[src/hdl/fcst_pkg.sv]
// Package for the fixed-capacity set table: capacity, widths, operation codes
// and the transaction structs. No dependencies.
package fcst_pkg;

  localparam int CAPACITY = 16;
  localparam int CNT_W    = $clog2(CAPACITY + 1);
  localparam int OCC_W    = 5;
  localparam int VAL_W    = 32;

  typedef enum logic [1:0] {
    FUNC_INSERT = 2'd0,
    FUNC_DELETE = 2'd1,
    FUNC_QUERY  = 2'd2,
    FUNC_SPARE  = 2'd3
  } func_t;

  typedef struct packed {
    logic [1:0]              func;
    logic signed [VAL_W-1:0] value;
  } in_t;

  typedef struct packed {
    logic             hit;
    logic             changed;
    logic             refused_full;
    logic [OCC_W-1:0] occupancy;
    logic             empty_flag;
    logic             full_flag;
  } out_t;

  typedef struct packed {
    logic occupied;
    logic append;
    logic remove;
  } cell_ctl_t;

endpackage

[src/hdl/fixed_capacity_set_table.sv]
// Fixed-capacity set table: a row of fcst_cell slots with an occupancy count.
// Result: registered on the clock edge that accepts the input transaction.
// Throughput: one operation per cycle while out_ready keeps up; all slots compare
// in parallel and the delete shift moves every later slot down one place in the same cycle.
// Reset: synchronous active-low rst_n clears the count and the result valid;
// slot contents are not reset. Uses fcst_pkg and fcst_cell.
module fixed_capacity_set_table (
  input  logic            clk,
  input  logic            rst_n,
  input  logic            in_valid,
  output logic            in_ready,
  input  fcst_pkg::in_t   in_data,
  output logic            out_valid,
  input  logic            out_ready,
  output fcst_pkg::out_t  out_data
);
  import fcst_pkg::*;

  logic [CNT_W-1:0]        count_r;
  logic [CNT_W-1:0]        count_nxt;
  logic                    out_valid_r;
  out_t                    out_data_r;
  out_t                    res;

  logic                    accept;
  logic                    is_ins;
  logic                    is_del;
  logic                    full;
  logic                    hit;
  logic                    do_append;
  logic                    do_remove;

  logic [CAPACITY:0]       seen;
  cell_ctl_t               ctl   [CAPACITY];
  logic signed [VAL_W-1:0] entry [CAPACITY];

  assign in_ready  = !out_valid_r || out_ready;
  assign accept    = in_valid && in_ready;
  assign is_ins    = (func_t'(in_data.func) == FUNC_INSERT);
  assign is_del    = (func_t'(in_data.func) == FUNC_DELETE);
  assign full      = (count_r >= CNT_W'(CAPACITY));
  assign seen[0]   = 1'b0;
  assign hit       = seen[CAPACITY];
  assign do_append = accept && is_ins && !full && !hit;
  assign do_remove = accept && is_del && hit;

  for (genvar i = 0; i < CAPACITY; i++) begin : g_cell
    assign ctl[i].occupied = (CNT_W'(i) < count_r);
    assign ctl[i].append   = do_append && (count_r == CNT_W'(i));
    assign ctl[i].remove   = do_remove;

    fcst_cell u_cell (
      .clk       (clk),
      .ctl       (ctl[i]),
      .key       (in_data.value),
      .nbr_entry (entry[(i + 1 < CAPACITY) ? i + 1 : i]),
      .seen_in   (seen[i]),
      .seen_out  (seen[i+1]),
      .entry     (entry[i])
    );
  end

  always_comb begin
    count_nxt = count_r;
    if (do_append) begin
      count_nxt = count_r + CNT_W'(1);
    end else if (do_remove) begin
      count_nxt = count_r - CNT_W'(1);
    end
    res.hit          = hit;
    res.changed      = do_append || do_remove;
    res.refused_full = is_ins && full;
    res.occupancy    = OCC_W'(count_nxt);
    res.empty_flag   = (count_nxt == '0);
    res.full_flag    = (count_nxt == CNT_W'(CAPACITY));
  end

  always_ff @(posedge clk) begin
    if (!rst_n) begin
      count_r     <= '0;
      out_valid_r <= 1'b0;
    end else begin
      count_r <= count_nxt;
      if (accept) begin
        out_valid_r <= 1'b1;
      end else if (out_ready) begin
        out_valid_r <= 1'b0;
      end
    end
    if (accept) begin
      out_data_r <= res;
    end
  end

  assign out_valid = out_valid_r;
  assign out_data  = out_data_r;

endmodule

[src/hdl/fcst_cell.sv]
// One slot of the set table: holds an entry, compares it to the key, passes
// the match chain on and, at or past a match, takes its upper neighbor's entry on delete. Uses fcst_pkg.
module fcst_cell (
  input  logic                            clk,
  input  fcst_pkg::cell_ctl_t             ctl,
  input  logic signed [fcst_pkg::VAL_W-1:0] key,
  input  logic signed [fcst_pkg::VAL_W-1:0] nbr_entry,
  input  logic                            seen_in,
  output logic                            seen_out,
  output logic signed [fcst_pkg::VAL_W-1:0] entry
);
  import fcst_pkg::*;

  logic signed [VAL_W-1:0] entry_r;
  logic signed [VAL_W-1:0] entry_nxt;
  logic                    match;

  assign match    = ctl.occupied && (entry_r == key);
  assign seen_out = seen_in | match;
  assign entry    = entry_r;

  always_comb begin
    entry_nxt = entry_r;
    if (ctl.append) begin
      entry_nxt = key;
    end else if (ctl.remove && seen_out) begin
      entry_nxt = nbr_entry;
    end
  end

  always_ff @(posedge clk) begin
    entry_r <= entry_nxt;
  end

endmodule
[config.mk]
export PLATFORM = sky130hd
export DESIGN_NAME = fixed_capacity_set_table
export DESIGN_NICKNAME = d
export VERILOG_FILES = /design/src/hdl/fcst_pkg.sv /design/src/hdl/fixed_capacity_set_table.sv /design/src/hdl/fcst_cell.sv
export SDC_FILE = /design/constraint.sdc
export NUM_CORES = 1
export LEC_CHECK = 0
export ABC_AREA = 1
export BUFFER_PORTS_ARGS = -buffer_cell sky130_fd_sc_hd__buf_2
export CORE_MARGIN = 3
export CORE_UTILIZATION = 32
export CTS_CLUSTER_SIZE = 25
export DETAILED_ROUTE_END_ITERATION = 12
export GPL_TIMING_DRIVEN = 0
export PLACE_DENSITY_LB_ADDON = 0.05
export SYNTH_ARGS = -nofsm -noshare
export SYNTH_HDL_FRONTEND = slang
export SYNTH_SLANG_ARGS = --single-unit
export TNS_END_PERCENT = 5
[constraint.sdc]
create_clock -name clk -period 12.44 [get_ports clk]
set_input_delay 2.488 -clock clk [delete_from_list [all_inputs] [get_ports clk]]
set_output_delay 2.488 -clock clk [all_outputs]
set_load 0.02 [all_outputs]
==> results.py <==
metrics = {
    "logic_synthesis": {
        "yosysWarnings": 0,
        "yosys-top-cells-count": "nand2_1, edfxtp_1, o21ai_1",
        "yosys.area.top_type_share": 0.539,
        "ys_dominant_reg_cell": "edfxtp_1",
        "syn_area_um2": 29100,
        "yosysTopAreaCell": "edfxtp_1",
        "synth_most_common_cell": "nand2_1",
        "yosysUniqueCellTypes": 51,
        "async_flop_share": 0,
        "syn_area_per_cell_um2": 9.69,
        "synth_nets": 3043,
        "seq_area_frac_synth": 0.543,
        "synth-seq-cells": 528,
        "netlist_top_cells_area": "edfxtp_1, nand2_1, o21ai_1",
        "netlist_instances": 3000,
        "synth_edf_count": 522,
    },
    "setup_path": {
        "start_kind": "input pin",
        "reg2reg_to": "g_cell[7].u_cell.entry[22]",
        "r2r_cells": 18,
        "r2r_slack_ns": 6.27,
        "reg2reg_from": "count_r[4]",
        "critPathCaptureType": "flop",
        "cp-startpoint": "in_data[9]",
        "criticalPathCategory": "input pin to flop",
        "worst-path-max-fanout": 32,
        "cp.arrival_ns": 8.42,
        "crit_required_ns": 12.69,
    },
    "drt": {
        "num_vias": 24633,
        "drt_iter0_drc": 3378,
        "drtAntennaViolNets": 0,
        "drt-vias-per-instance": 5.68,
        "wire_per_inst_um": 35.0,
        "first_pass_iters": 5,
        "drc": 0,
        "drt_wl_total_mm": 152,
    },
    "final_layout": {
        "drive_above_1_share": 0.150,
        "syn_to_final_growth_pct": 13.4,
        "fin_cells": 4337,
        "seq_area_um2": 15800,
        "final_area_um2": 33000,
        "final_util": 0.370,
        "multiInputGateArea_um2": 11400,
        "fillers": 9155,
        "nets": 3167,
    },
    "power_and_ir_drop": {
        "leakage_nw": 12.4,
        "intPower_mw": 3.01,
        "clkPwrFrac": 0.434,
        "power_density_nw_per_um2": 123,
        "p_switching_mw": 1.06,
        "combPwrFrac": 0.089,
        "seqPwrFrac": 0.477,
        "swShare": 0.261,
        "irDropWorstVdd_mv": 0.0968,
    },
    "cts": {
        "path_clk_slew_ns": 0.06,
        "htree_levels": 2,
        "cts_setup_buffers": 0,
        "insertion_delay_ns": 0.66,
        "numCtsBuffers": 61,
        "max-clock-path-buffers": 3,
        "cts_root_buf": "clkbuf_16",
        "cts.sinks": 528,
        "cts_tree": "yes",
        "cts-resized-gates": 0,
        "holdBufCountCts": 0,
    },
    "floorplan": {
        "die_y_um": 307,
        "start_util": 0.326,
        "dieArea_um2": 94500,
        "core_area_um2": 89200,
        "rows": 109,
        "die_x_um": 307,
        "ios": 50,
    },
    "global_route": {
        "grt_pass1_wl_mm": 203,
        "grt_overflow_total": 0,
        "grt_pass1_vias": 23770,
        "antenna_found_initial": 10,
        "grt_max_degree": 33,
        "grt_usage": 0.316,
    },
    "sta": {
        "final-hold-violation-count": 0,
        "setup_violations": 0,
        "setup_ws_ns": 4.27,
        "skew_ns": 0.0459,
        "setup_tns_ns": 0,
        "rsz0062_at_grt": "false",
        "slew-limit-headroom": -0.0263,
        "tightestPinTransition_ns": 1.54,
        "min_period_ns": 8.17,
        "post-route-period-util": 0.657,
        "max_freq_mhz": 122,
        "finalMaxSlewViolations": 46,
    },
    "placement": {
        "port-buffer-count": 49,
        "pre_cts_slack_ns": 3.57,
        "placed_area_um2": 31100,
        "place_inst": 4226,
        "gp_congestion": 0.970,
        "dp_hpwl_mm": 108,
    },
    "min_path": {
        "worstHoldPathCells": 2,
        "hp-start": "out_valid",
        "worstHoldEndpoint": "out_valid",
        "hp-class": "flop to flop",
    },
    "outcome": {
        "violations": "max-capacitance violations, max-slew violations",
        "outcome": "finished, violations left",
    },
    "flow_run": {
        "maxCapViolations": 7,
    },
}
## cell type report
class / instances / share of cell area
flip-flops and latches: 528 / 0.479
clock inverters: 35 / 0.00801
plain buffers: 226 / 0.0459
repair buffers: 61 / 0.0137
multi-input cells: 2122 / 0.346
inverters: 124 / 0.0143
well taps: 1165 / 0.0442
clock buffers: 72 / 0.0488
diodes: 4 / 0.000304
## how the worst max path moves through the flow
stage	end
floorplan	g_cell[15].u_cell.entry[0]
global placement	g_cell[1].u_cell.entry[31]
detailed placement	g_cell[8].u_cell.entry[5]
CTS	g_cell[8].u_cell.entry[5]
global route	g_cell[7].u_cell.entry[4]
finish	g_cell[7].u_cell.entry[22]
## cells by family after synthesis
kind of cell / Yosys count / share of synthesized area
simple gates: 1167 / 0.170
compound gates: 680 / 0.135
flops: 528 / 0.543
buf+inv: 350 / 0.0681
xor+xnor: 270 / 0.0814
fa+ha+maj: 5 / 0.00215
## per-layer routing
layer,global-route usage,wire length (µm),vias to the layer above
li1,-,-,10596
met1,0.418,62500,12299
met2,0.492,67100,1412
met3,0.0604,13100,324
met4,0.164,9220,2
met5,0,13,-
## placed cells by master (no fill, tap or decap), types with 8 or more instances in the layout
cell type  count
nand4_1       24
xor2_1        75
edfxtp_1     522
nor2_1       135
a22o_1        21
o21ai_0      149
o21ai_2       65
a221oi_1      17
buf_6         53
inv_1        103
clkbuf_1      63
nor3_1        19
buf_2        123
nand2_1      822
nand3_2       14
clkinv_2      14
nand2_2       18
nor4_1        25
inv_2         16
clkinv_1      17
buf_4         36
clkbuf_2       8
o22ai_1       42
a21oi_1       10
clkbuf_16     63
a211oi_1       8
or2_2         23
xnor2_1      195
nand3_1       57
o21ai_1      346
## power by group through the flow
stage	clock network, mW	logic, mW	registers [mW]
after global routing	1.85	0.366	1.94
final	1.77	0.363	1.94
after global placement	0	0.351	1.98
after CTS	1.78	0.354	1.94
after detailed placement	0	0.353	1.98
after floorplan	0	0.155	1.98
## critical path, cell delays in order
cell and delay, ns:
buf_2 0.11, buf_4 0.25, inv_1 0.29, buf_2 0.47, clkbuf_1 1.07, o21ai_0 0.18
nor4_1 0.34, nand4_1 0.16, nor2_1 0.43, nor2_4 0.12, nand3_2 0.23, nand2_2 0.49
inv_2 0.65, nand2_1 0.11, nand2_1 0.96
## per-stage QoR
step / power [mW] / hold slack (ns)
final: 4.07 / 0.525
after global placement: 2.33 / 0.493
after CTS: 4.07 / 0.537
after global routing: 4.16 / 0.573
after detailed placement: 2.33 / 0.529
after floorplan: 2.13 / 0.525
## sequential cells by signal (all words and copies together), names as in the netlist
signal               flops
count_r                  5
out_data                10
out_valid                1
g_cell.u_cell.entry    512
Note: power is estimated with default switching activity, not from simulation.
